===== config.mk =====
export PLATFORM = sky130hd
export DESIGN_NAME = igrr_cell
export DESIGN_NICKNAME = d
export VERILOG_FILES = /design/src/design/igrr_pkg.sv /design/src/design/igrr_cell.sv
export SDC_FILE = /design/constraint.sdc
export NUM_CORES = 1
export LEC_CHECK = 0
export BUFFER_PORTS_ARGS = -buffer_cell sky130_fd_sc_hd__clkbuf_2
export CORE_MARGIN = 2
export CORE_UTILIZATION = 60
export CTS_BUF_LIST = sky130_fd_sc_hd__clkbuf_4 sky130_fd_sc_hd__clkbuf_8
export CTS_CLUSTER_DIAMETER = 120
export DETAILED_ROUTE_END_ITERATION = 6
export PLACE_DENSITY = 0.84
export SYNTH_ARGS = -nofsm -noshare
export SYNTH_HDL_FRONTEND = slang
export SYNTH_SLANG_ARGS = --single-unit

===== constraint.sdc =====
create_clock -name clock -period 8.19 [get_ports clock]
set_clock_uncertainty 0.1 [all_clocks]
set_input_delay 0.4095 -clock clock [delete_from_list [all_inputs] [get_ports clock]]
set_output_delay 0.4095 -clock clock [all_outputs]
set_load 0.01 [all_outputs]

===== src/design/igrr_pkg.sv =====
// shared types and constants for the int8 gemm row requantizer
package igrr_pkg;

   localparam int COLS_DEFAULT = 8;
   localparam int COLS_MAX     = 8;
   localparam int ACC_W        = 32;
   localparam int FRAC_W       = 24;
   localparam int OUT_MAX      = 127;

   // per-cycle control broadcast to every lane cell
   typedef struct packed {
      logic accept;   // input transaction taken this cycle
      logic first;    // start from the row bias
      logic load;     // copy the updated accumulator into the drain chain
      logic shift;    // drain chain moves one cell toward lane 0
   } cell_ctrl_type;

endpackage


===== src/design/igrr_cell.sv =====
// one lane cell: 32-bit multiply-accumulate plus one stage of the drain chain
module igrr_cell (
   input  logic                        clock,
   input  logic                        reset,
   input  igrr_pkg::cell_ctrl_type     ctrl,
   input  logic signed [7:0]           act_value,
   input  logic signed [7:0]           weight,
   input  logic [igrr_pkg::ACC_W-1:0]  row_bias,
   input  logic [igrr_pkg::ACC_W-1:0]  snap_next,
   output logic [igrr_pkg::ACC_W-1:0]  snap_out
);

   logic [igrr_pkg::ACC_W-1:0] acc_ff;
   logic [igrr_pkg::ACC_W-1:0] acc_in;
   logic [igrr_pkg::ACC_W-1:0] snap_ff;
   logic [igrr_pkg::ACC_W-1:0] snap_in;
   logic [igrr_pkg::ACC_W-1:0] acc_base;
   logic signed [15:0]         prod;

   always_comb begin
      prod     = act_value * weight;
      acc_base = ctrl.first ? row_bias : acc_ff;
      acc_in   = acc_ff;
      if (ctrl.accept) begin
         acc_in = acc_base + {{(igrr_pkg::ACC_W-16){prod[15]}}, prod};
      end
      snap_in = snap_ff;
      if (ctrl.accept && ctrl.load) begin
         snap_in = acc_in;
      end else if (ctrl.shift) begin
         snap_in = snap_next;
      end
   end

   always_ff @(posedge clock) begin
      if (reset) begin
         acc_ff <= '0;
      end else begin
         acc_ff <= acc_in;
      end
   end

   always_ff @(posedge clock) begin
      snap_ff <= snap_in;
   end

   assign snap_out = snap_ff;

endmodule


# After elaboration in Yosys (flattened, before gate mapping)
# Index checks and enable logic that the tools add are counted.
[totals]
register_bits = 64
latch_bits = 0
mem_bits_rw = 0
romBits = 0
inputBits = 86
out_inout_bits = 32
memories = 0
[classes]
add_sub_neg = 1
mul = 1
div = 0
magnitude_cmp = 0
n_eq_ne = 0
shifts = 0
mux = 4
bitwise = 0
n_reduce_logical = 2
[op_table]
columns = ["operator", "count"]
rows = [
  ["32-bit two-way mux", 4],
  ["32-bit adder", 1],
  ["8-bit by 8-bit multiplier with 16-bit output", 1],
  ["2-bit nonzero test", 1],
  ["1-bit logical AND", 1],
]

# Logic depth before layout (Yosys ltp)
[depth]
ltp_word = 4
ltp_mapped = 29
mapped_depth_nobuf = 29

# Worst setup path after synthesis
# OpenSTA, ideal clock, no wires.
[synth_timing]
path_kind = "input-to-reg"
startpoint = "in weight[2]"
endpoint = "reg snap_ff, in the netlist snap_out[31] (data pin)"
setup_ns = 0.264
arrival_time_ns = 6.492
setup_slack_ns = 1.334
path_stages = 26
cell_sequence = "nand2_1 -> fa_1 -> fa_1 -> fa_1 -> fa_1 -> inv_1 -> ha_1 -> buf_6 -> a2111oi_4 -> inv_1 -> a41oi_2 -> nor3_2 -> nor2_4 -> inv_2 -> buf_4 -> ha_1 -> clkbuf_1 -> a21oi_1 -> o21ai_0 -> a21o_1 -> nor2b_1 -> a31oi_1 -> o311ai_4 -> a311o_1 -> xnor2_1 -> o21ai_1"
[synth_via]
elab_chain_cells = 4
[synth_lines]
columns = ["element", "line", "source"]
rows = [
  ["start: declaration", "igrr_cell.sv:7", "input logic signed [7:0] weight,"],
  ["8-bit by 8-bit multiplier with 16-bit output", "igrr_cell.sv:21", "prod = act_value * weight;"],
  ["32-bit adder", "igrr_cell.sv:25", "acc_in = acc_base + {{(igrr_pkg::ACC_W-16){prod[15]}}, prod};"],
  ["32-bit two-way mux", "igrr_cell.sv:24", "if (ctrl.accept) begin"],
  ["32-bit two-way mux", "igrr_cell.sv:28", "if (ctrl.accept && ctrl.load) begin"],
  ["net snap_in (one bit)", "igrr_cell.sv:16", "logic [igrr_pkg::ACC_W-1:0] snap_in;"],
  ["end signal: assignment", "igrr_cell.sv:44", "snap_ff <= snap_in;"],
  ["end: declaration", "igrr_cell.sv:15", "logic [igrr_pkg::ACC_W-1:0] snap_ff;"],
]
# The timed path passes the listed nets, and every way through them passes these cells.
# A chain may end at the register's enable or synchronous reset.

# Worst setup path in the final report
# Same ends and word-level chain as after synthesis.

==> summary.md <==
| Metric | Value |
|---|---|
| Tightest Pin Transition | roughly 0.86 ns |
| Routed wire length | 16200 um |
| Initial antenna violation count | 0 |
| Syn Nets | 975 |
| Dpl hpwl | 13000 um |
| Port bufs | about 120 |
| Top FF cell, synth | edfxtp_1 |
| Chip height | around 110 um |
| Syn Area/Cell | about 9.2 sq um |
| Required time worst endpoint | 8.19 ns |
| Post-synth top area share | between 10% and 20% |
| H-tree lvl count | 3 |
| Mapped Cells | between 700 and 800 |
| Outcome | finished clean |
| Grt ovf | 0 |
| Post-layout net count | 1085 |
| Setup TNS | 0 ns |
| Post-Syn Area | around 7000 sq um |
| Most frequent cells in the layout | clkbuf_2 (117), inv_1 (97), fa_1 (56), nand2_1 (55) |
| Starting Density | 62.2% |
| Sequential area share after synthesis | 22.3% |
| Area leader, netlist | fa_1 |
| Slew Viols, Final | 0 |
| Cell row count | 39 |
| Worst Path Max Fanout | 24 |
| Vias per cell | ~5.7 |
| Slew margin rel. | 42.7% |
| R2R Setup Slk | about 4.6 ns |
| Final setup violation count | 0 |
| Remaining routing DRC violations | 0 |
| Core area | between 10000 and 15000 sq um |
| Largest net degree at the start of global routing | 52 |
| CTS sink cnt | 64 |
| CTS Root Cell | clkbuf_8 |
| First-pass GRT wire length | 27000 um |
| Largest cells by area after synthesis | fa_1 (16%), edfxtp_1 (13%), ha_1 (9.2%) |
| Vias | 5929 |
| EDFF count, synth | 32 |
| Flops & latches, synth | 64 |
| Crit Path Category | in2reg |
| Post-DR wirelength/cell | 15.6 um |
| Initial drt markers | ~470 |
| CTS tree | yes |
| Layout cell share with drive strength beyond 1 | between 20 and 25% |
| Hold crit path type | in2reg |
| Die Wd | approximately 110 um |
| Final Hold Viols | 0 |
| FILL cells | ~930 |
| CTS Buffer Depth | 2 |
| Vias in the first global route | approximately 5900 |
| Worst-skew pair later-pin latency | approximately 0.35 ns |
| Critical Path AT | just over 7 ns |
| Final period utilization | 87.7% |
| Reg clk slew, reported paths | 0.08 ns |
| IO Count | 118 |
| Post-CTS sizing | 0 |
| Commonest non-fill, non-tap cell in the layout | clkbuf_2 |
| Routability cong. | ~0.91 |
| Placed cells | 1022 |
| Post-route ant nets | 0 |
| Crit end category | flop |
| CTS Buf Count | 9 |
| Crit path time final | 7.18 ns |
| 1st-pass router iterations | 7 |
| Non-filler cells, final | slightly above 1000 |
| Syn-to-layout area delta | 12.5% |
| Post-synth ARST share | 0% |
| Hold_buf cts | 0 |
| YS warnings | 0 |
| Full die area | roughly 13000 sq um |
| Startpoint Class | input port |
| Antenna diodes | 0 |
| Setup Fix Bufs, Post-CTS | 0 |
| RSZ-0062 raised after global routing | no |
| GRT Total Usage | roughly 26% |
| Netlist cell types | between 70 and 80 |
| Max-cap violations | 0 |
| Peak Freq | about 140 MHz |
## stage by stage
stage | utilization, % | area [sq um] | setup slack [ns] | hold slack [ns]
floorplan | - | 7190 | 1.33 | 0.344
global placement | 68.3 | 7890 | 0.893 | 0.358
detailed placement | 68.3 | 7890 | 0.675 | 0.369
CTS | 70.0 | 8090 | 1.05 | 0.220
global route | 70.0 | 8090 | 0.598 | 0.227
finish | 70.0 | 8090 | 1.01 | 0.230
## state kept, by name (all words and copies together), names as in the netlist
signal	flops
acc_ff	32
snap_out	32
## Yosys cell counts, types with 2 or more instances
master,n
dfxtp_1,32
edfxtp_1,32
mux2i_1,26
a31o_2,2
and3_1,3
fa_1,56
o21a_1,7
and2_1,47
nand2_1,55
o21bai_1,7
a311oi_1,2
or2_2,2
o21ba_2,2
a21o_1,11
or3_1,5
a31oi_1,5
a211oi_1,13
a41o_1,2
clkbuf_1,16
nand3_1,17
o22ai_1,4
a211o_1,3
o21ai_1,4
buf_1,3
ha_1,53
nor2b_1,8
nand2b_1,13
a22oi_1,2
nand4_1,6
nor3_1,7
o31ai_1,4
mux2_2,38
o21ai_0,26
xor2_1,11
o211ai_1,5
nor2_1,53
xnor2_1,30
inv_1,97
nor3b_1,2
a21oi_1,32
nor3_2,2
or4_1,2
## logic make-up (layout without fill, tap and decap cells)
group	after synthesis	in the layout	synth area share (%)
compound gates	151	151	15.4
xor+xnor	42	42	5.22
fa+ha+maj	109	109	24.8
buf+inv	120	235	6.43
flops	64	64	22.3
mux	64	64	9.57
simple gates	230	230	16.4
## area by class of cell
cell class                      instances  area, sq um  area share [%]
Inverter                               98          368            4.54
Timing Repair Buffer                  121          616            7.61
Multi-Input combinational cell        596         5130            63.4
Clock buffer                           10          131            1.62
Tap cell                              143          179            2.21
Sequential cell                        64         1600            19.8
Clock inverter                          6         68.8           0.850
## worst max-delay path, cell delays in order
cell,delay (ns)
clkbuf_2,0.15
nand2_1,0.14
fa_1,0.72
fa_1,0.49
fa_1,0.52
fa_1,0.54
inv_1,0.04
ha_1,0.42
a2111oi_4,0.37
inv_1,0.10
a41o_1,0.23
a21oi_1,0.30
nor2_4,0.13
inv_2,0.36
ha_1,0.39
a21oi_1,0.21
o21ai_0,0.20
a21o_1,0.23
nor2b_1,0.13
a31oi_1,0.25
o311ai_4,0.18
a311o_1,0.36
xnor2_1,0.21
o21ai_1,0.07
## per-layer routing
layer  global-route usage [%]  wire, um
met5                        0         0
met4                     7.97       238
met3                     3.19       942
met2                     41.6      7360
met1                     36.8      7630
## worst paths after layout
| check | startpoint | endpoint | depth (start not counted) |
|---|---|---|---|
| max reg2reg | acc_ff[0] | snap_out[26] | 12 |
| max | weight[2] | snap_out[31] | 24 |
| min | snap_next[12] | snap_out[12] | 3 |
| min reg2reg | acc_ff[19] | acc_ff[19] | 2 |
Power is not shown: default switching activity piles up to over one toggle a cycle in this logic, so the estimate is an artifact.
