**config.mk**
```make
export PLATFORM = sky130hd
export DESIGN_NAME = igrr_requant
export DESIGN_NICKNAME = d
export VERILOG_FILES = /design/src/design/igrr_pkg.sv /design/src/design/igrr_requant.sv
export SDC_FILE = /design/constraint.sdc
export NUM_CORES = 2
export LEC_CHECK = 0
export BUFFER_PORTS_ARGS = -buffer_cell sky130_fd_sc_hd__buf_2
export CORE_UTILIZATION = 60
export DETAILED_ROUTE_END_ITERATION = 6
export MAX_ROUTING_LAYER = met4
export PLACE_DENSITY = 0.82
export SETUP_SLACK_MARGIN = 0.15
export SKIP_CTS_REPAIR_TIMING = 1
export SYNTH_ARGS = -nofsm -noshare
export SYNTH_HDL_FRONTEND = slang
export SYNTH_SLANG_ARGS = --single-unit
```
**constraint.sdc**
```tcl
create_clock -name clock -period 18.25 [get_ports clock]
set_clock_uncertainty 0.1 [all_clocks]
set_input_delay 2.7375 -clock clock [delete_from_list [all_inputs] [get_ports clock]]
set_output_delay 2.7375 -clock clock [all_outputs]
set_load 0.02 [all_outputs]
```
**src/design/igrr_pkg.sv**
```systemverilog
// shared types and constants for the int8 gemm row requantizer
package igrr_pkg;

   localparam int COLS_DEFAULT = 8;
   localparam int COLS_MAX     = 8;
   localparam int ACC_W        = 32;
   localparam int FRAC_W       = 24;
   localparam int OUT_MAX      = 127;

   // per-cycle control broadcast to every lane cell
   typedef struct packed {
      logic accept;   // input transaction taken this cycle
      logic first;    // start from the row bias
      logic load;     // copy the updated accumulator into the drain chain
      logic shift;    // drain chain moves one cell toward lane 0
   } cell_ctrl_type;

endpackage

```
**src/design/igrr_requant.sv**
```systemverilog
// shared requantizer: q8.24 scale multiply, round half to even, clamp, zero point
module igrr_requant (
   input  logic                        clock,
   input  logic                        reset,
   input  logic                        in_valid,
   input  logic [igrr_pkg::ACC_W-1:0]  acc,
   input  logic [igrr_pkg::ACC_W-1:0]  scale,
   input  logic signed [7:0]           out_offset,
   output logic                        out_valid,
   output logic [7:0]                  out_byte
);

   localparam int PROD_W = 2 * igrr_pkg::ACC_W;
   localparam int Q_W    = PROD_W - igrr_pkg::FRAC_W;

   logic                       p1_valid_ff;
   logic [PROD_W-1:0]          p1_prod_ff;
   logic                       p1_nonpos_ff;
   logic                       out_valid_ff;
   logic [7:0]                 out_byte_ff;
   logic [7:0]                 out_byte_in;

   logic [Q_W-1:0]             q;
   logic [igrr_pkg::FRAC_W-1:0] rem;
   logic                       round_up;
   logic [Q_W:0]               q_r;
   logic [8:0]                 hi;
   logic                       over;
   logic [8:0]                 lim;

   always_comb begin
      q        = p1_prod_ff[PROD_W-1:igrr_pkg::FRAC_W];
      rem      = p1_prod_ff[igrr_pkg::FRAC_W-1:0];
      // ties go to the even quotient
      round_up = (rem > {1'b1, {(igrr_pkg::FRAC_W-1){1'b0}}}) ||
                 ((rem == {1'b1, {(igrr_pkg::FRAC_W-1){1'b0}}}) && q[0]);
      q_r      = {1'b0, q} + {{Q_W{1'b0}}, round_up};
      hi       = 9'(9'(igrr_pkg::OUT_MAX) - {out_offset[7], out_offset});
      over     = (|q_r[Q_W:9]) || (q_r[8:0] > hi);
      lim      = over ? hi : q_r[8:0];
      if (p1_nonpos_ff) begin
         lim = '0;
      end
      out_byte_in = lim[7:0] + out_offset;
   end

   always_ff @(posedge clock) begin
      if (reset) begin
         p1_valid_ff  <= 1'b0;
         out_valid_ff <= 1'b0;
      end else begin
         p1_valid_ff  <= in_valid;
         out_valid_ff <= p1_valid_ff;
      end
   end

   always_ff @(posedge clock) begin
      p1_prod_ff   <= PROD_W'(acc) * PROD_W'(scale);
      p1_nonpos_ff <= acc[igrr_pkg::ACC_W-1] || (acc == '0);
      out_byte_ff  <= out_byte_in;
   end

   assign out_valid = out_valid_ff;
   assign out_byte  = out_byte_ff;

endmodule

```
# ---- Word-level counts from Yosys, hierarchy flattened
# Index checks and enable logic that the tools add are counted.
dict set report totals {
  ff_bits 75
  input_bits 75
  output_inout_bits 9
  elab_cells 20
}
dict set report classes {
  add_sub_neg 3
  mul 1
  n_lt_le_gt_ge 2
  eq_ne 1
  muxes 2
  n_reduce_logical 6
}
# op n
set op_table {}
lappend op_table {{$mul A32 B32 Y64} 1}
lappend op_table {{$add A40 B1 Y41} 1}
lappend op_table {{$logic_not A32 Y1} 1}
lappend op_table {{$reduce_or A32 Y1} 1}
lappend op_table {{$eq A24 B24 Y1 const B} 1}
lappend op_table {{$gt A24 B24 Y1 const B} 1}
lappend op_table {{$mux W8} 2}
lappend op_table {{$gt A9 B9 Y1} 1}
lappend op_table {{$sub A8 B8 Y9 const A} 1}
lappend op_table {{$add A8 B8 Y8} 1}
lappend op_table {{$logic_or A1 B1 Y1} 3}
lappend op_table {{$logic_and A1 B1 Y1} 1}

# ---- Logic depth before layout (Yosys ltp)
dict set report logic_depth {
  ltp_word 9
  mapped_depth 30
  mapped_depth_nobuf 28
}

# ---- Least setup slack after synthesis
# No wires, ideal clock.
dict set report synth_path {
  kind {input to register}
  from {input acc[21] in the netlist's numbering}
  to {register p1_prod_ff[56]}
  setup_time_ps 126
  arrival_ps 9535
  required_ps 18024
  slack_ps 8489
  path_stages 25
  n_path_buf 1
  path_cell_list {clkbuf_1 -> nand2_1 -> fa_1 -> inv_1 -> fa_1 -> inv_1 -> fa_1 -> inv_1 -> fa_1 -> inv_1 -> fa_1 -> fa_1 -> fa_1 -> fa_1 -> inv_1 -> ha_1 -> and2_1 -> and3_1 -> a221o_1 -> a221o_1 -> a21o_1 -> o31ai_1 -> o21ai_0 -> a41oi_1 -> xnor2_1}
}
dict set report synth_between {
  elab_chain_len 1
}
# item line
set synth_rtl {}
lappend synth_rtl {{start, declared} igrr_requant.sv:6} ;# input logic [igrr_pkg::ACC_W-1:0] acc,
lappend synth_rtl {{$mul A32 B32 Y64} igrr_requant.sv:58} ;# p1_prod_ff <= PROD_W'(acc) * PROD_W'(scale);
lappend synth_rtl {{end signal, assigned} igrr_requant.sv:58}
lappend synth_rtl {{end, declared} igrr_requant.sv:17} ;# logic [PROD_W-1:0] p1_prod_ff;
# Every way passes these cells.
# A chain may end at the register's enable or synchronous reset.

# ---- Final worst setup path
dict set report layout_path {
  from {input acc[16] in the netlist's numbering}
  to {register p1_prod_ff[62]}
}
# The elaborated chain is that of the path after synthesis.

==> results.json <==
{
  "ys_ff_latch": 75,
  "yosys-top-cells-area": "fa_1 50%, and2_1 9.9%, ha_1 9.7%",
  "core-area_mm2": 0.05924,
  "start_kind": "primary input",
  "dieArea_mm2": 0.06111,
  "avgSynthCellArea_um2": 9.147,
  "cp_slowest_stage_delay_ns": 0.68,
  "wl_per_cell_um": 21.12,
  "status": "finished with violations",
  "startpoint": "acc[16]",
  "r2r_cells": 28,
  "syn-instance-count": 3944,
  "grt-ovfl-total": 0,
  "finalHoldViolCount": 0,
  "nNetsFinal": 5079,
  "crit_top_cell": "fa_1",
  "io_buffers": 83,
  "endpoint_kind": "register",
  "slowest_stage": "o31ai_1",
  "max_freq_mhz": 93.53,
  "violations": "DRC",
  "vias": 27010,
  "cts-root-buf": "clkbuf_16",
  "syn_to_final_growth_pct": 2.684,
  "r2r-start": "p1_prod_ff[17]",
  "clk_latency_ns": 0.35,
  "synth_common_cells": "897 x fa_1, 852 x inv_1, 571 x and2_1",
  "drc_errors": 14,
  "r2r_end": "out_byte[7]",
  "worst_slew_pin_slew_ns": 1.042,
  "die_y_um": 247.2,
  "rrSetupSlack_ns": 10.72,
  "grt_pass1_wl_um": 156600,
  "netlist.area_leader.share": 0.4977,
  "layout-drive-gt1-share": 0.03366,
  "min_period_ns": 10.69,
  "routed_via_density": 5.859,
  "synth.net_count": 5196,
  "drt_iter0_drc": 2072,
  "critPathKind": "primary input to register",
  "synth_ff_type": "dfxtp_1",
  "synth.most_common_cell": "fa_1",
  "wirelength_um": 97380,
  "rsz0062_at_grt": "false",
  "place.gp.congestion": 0.9092,
  "cts_sinks": 75,
  "htree_num_levels": 3,
  "syn_area_mm2": 0.03608,
  "fp.dieW_um": 247.2,
  "async_flop_share": 0,
  "cts_made_buffers": 9,
  "dr.pass1.iters": 7,
  "ys_seq_area_frac": 0.04162,
  "critPathRequiredTime_ns": 18.38,
  "cts_buffer_depth": 2,
  "hpwlAfterDp_um": 71960,
  "met3_usage": 0.07098,
  "initial_core_util": 0.6090,
  "yosysTopAreaCell": "fa_1",
  "setup_violations": 0,
  "met1_usage": 0.4097,
  "fin_crit_sh": 0.5858,
  "slew_violations": 0,
  "relSlewSlack": 0.3052,
  "grt_start_max_net_pins": 35,
  "top_usage_layer": "met2",
  "antenna_found_initial": 5,
  "use_met2": 0.5596,
  "min-delay-path-class": "register to register",
  "ioPinCount": 84,
  "synth_edf_count": 0,
  "clkTransAtPathRegs_ns": 0.06,
  "tns_ns": 0,
  "drtAntennaViolNets": 0,
  "ys_types": 66,
  "crit_fanout": 33,
  "crit_end": "p1_prod_ff[62]",
  "maxCapViolCount": 0,
  "grt_pass1_vias": 29510,
  "grt_usage": 0.3479,
  "crit_arrival_ns": 10.82,
  "row_count": 89,
  "cts_tree": "built",
  "yosys_warnings": 0
}
-- sequential cells by signal, indices dropped and copies added (netlist names) --
register      cells
out_byte          8
out_valid         1
p1_nonpos_ff      1
p1_prod_ff       64
p1_valid_ff       1
-- cell type report --
class                   count  area, µm²
repair buffers             94      498.0
well taps                 773      967.2
multi-input cells        2795      30530
clock buffers              10      239.0
flip-flops and latches     75       1501
clock inverters             6      93.84
inverters                 852       3198
diodes                      6      15.01
fillers                  4848      22200
-- per-layer routing --
layer | part of all wire | wire [µm]
met1 | 0.35 | 34480
met2 | 0.48 | 46580
met3 | 0.098 | 9495
met4 | 0.070 | 6826
met5 | 0 | 0
-- stage by stage --
stage               utilization  instance area (µm²)  instances  hold slack, ns  setup slack, ns
CTS                      0.6251                37030       4605          0.3428            7.683
finish                   0.6253                37050       4611          0.3362            7.559
detailed placement       0.6195                36700       4589          0.3281            7.357
global route             0.6252                37040       4609          0.3602            7.198
global placement         0.6195                36700       4589          0.3172            7.416
floorplan                     -                36080       3944          0.3138            8.489
-- kinds of logic after synthesis --
| group | after synthesis | share of synthesized area |
|---|---|---|
| buffers and inverters | 1074 | 0.1121 |
| adder cells (fa/ha/maj) | 1177 | 0.5949 |
| AND/OR/NAND/NOR | 1257 | 0.1794 |
| multiplexers | 2 | 0.0007282 |
| AO/OA/AOI/OAI | 277 | 0.05147 |
| flip-flops | 75 | 0.04162 |
| XOR/XNOR | 82 | 0.01991 |
-- worst min path at each step --
| stage | startpoint | endpoint | slack (ns) | cells after the start |
|---|---|---|---|---|
| after floorplan | p1_valid_ff | out_valid | 0.31 | 1 |
| after global placement | p1_valid_ff | out_valid | 0.32 | 1 |
| after detailed placement | p1_valid_ff | out_valid | 0.33 | 1 |
| after CTS | p1_valid_ff | out_valid | 0.34 | 1 |
| after global routing | p1_valid_ff | out_valid | 0.36 | 1 |
| final | p1_valid_ff | out_valid | 0.34 | 1 |
-- worst max-delay path, delay by kind of cell --
kind	cells	cell delay (ns)
AND/OR/NAND/NOR	3	0.83
buffers and inverters	6	0.98
AO/OA/AOI/OAI	7	1.84
adder cells (fa/ha/maj)	9	4.37
-- cell usage in the layout, fill, tap and decap left out, types with 7 or more instances in the layout --
master	netlist	final
a211oi_1	9	9
a21o_1	46	46
a21oi_1	81	81
a31oi_1	13	13
and2_1	571	571
and3_1	15	15
buf_2	3	83
buf_4	0	11
clkbuf_16	0	9
dfxtp_1	75	75
fa_1	897	897
ha_1	280	280
inv_1	852	852
nand2_1	513	513
nand3_1	29	29
nand4_1	27	27
nor2_1	43	43
nor3_1	12	12
nor4_1	20	20
o211ai_1	8	8
o21ai_0	40	40
o21bai_1	21	21
o31ai_1	7	7
xnor2_1	51	51
xor2_1	31	31
Power is left out: the tool's default activity adds up to more than one toggle a clock period on the data nets, which glitch-free logic cannot reach.
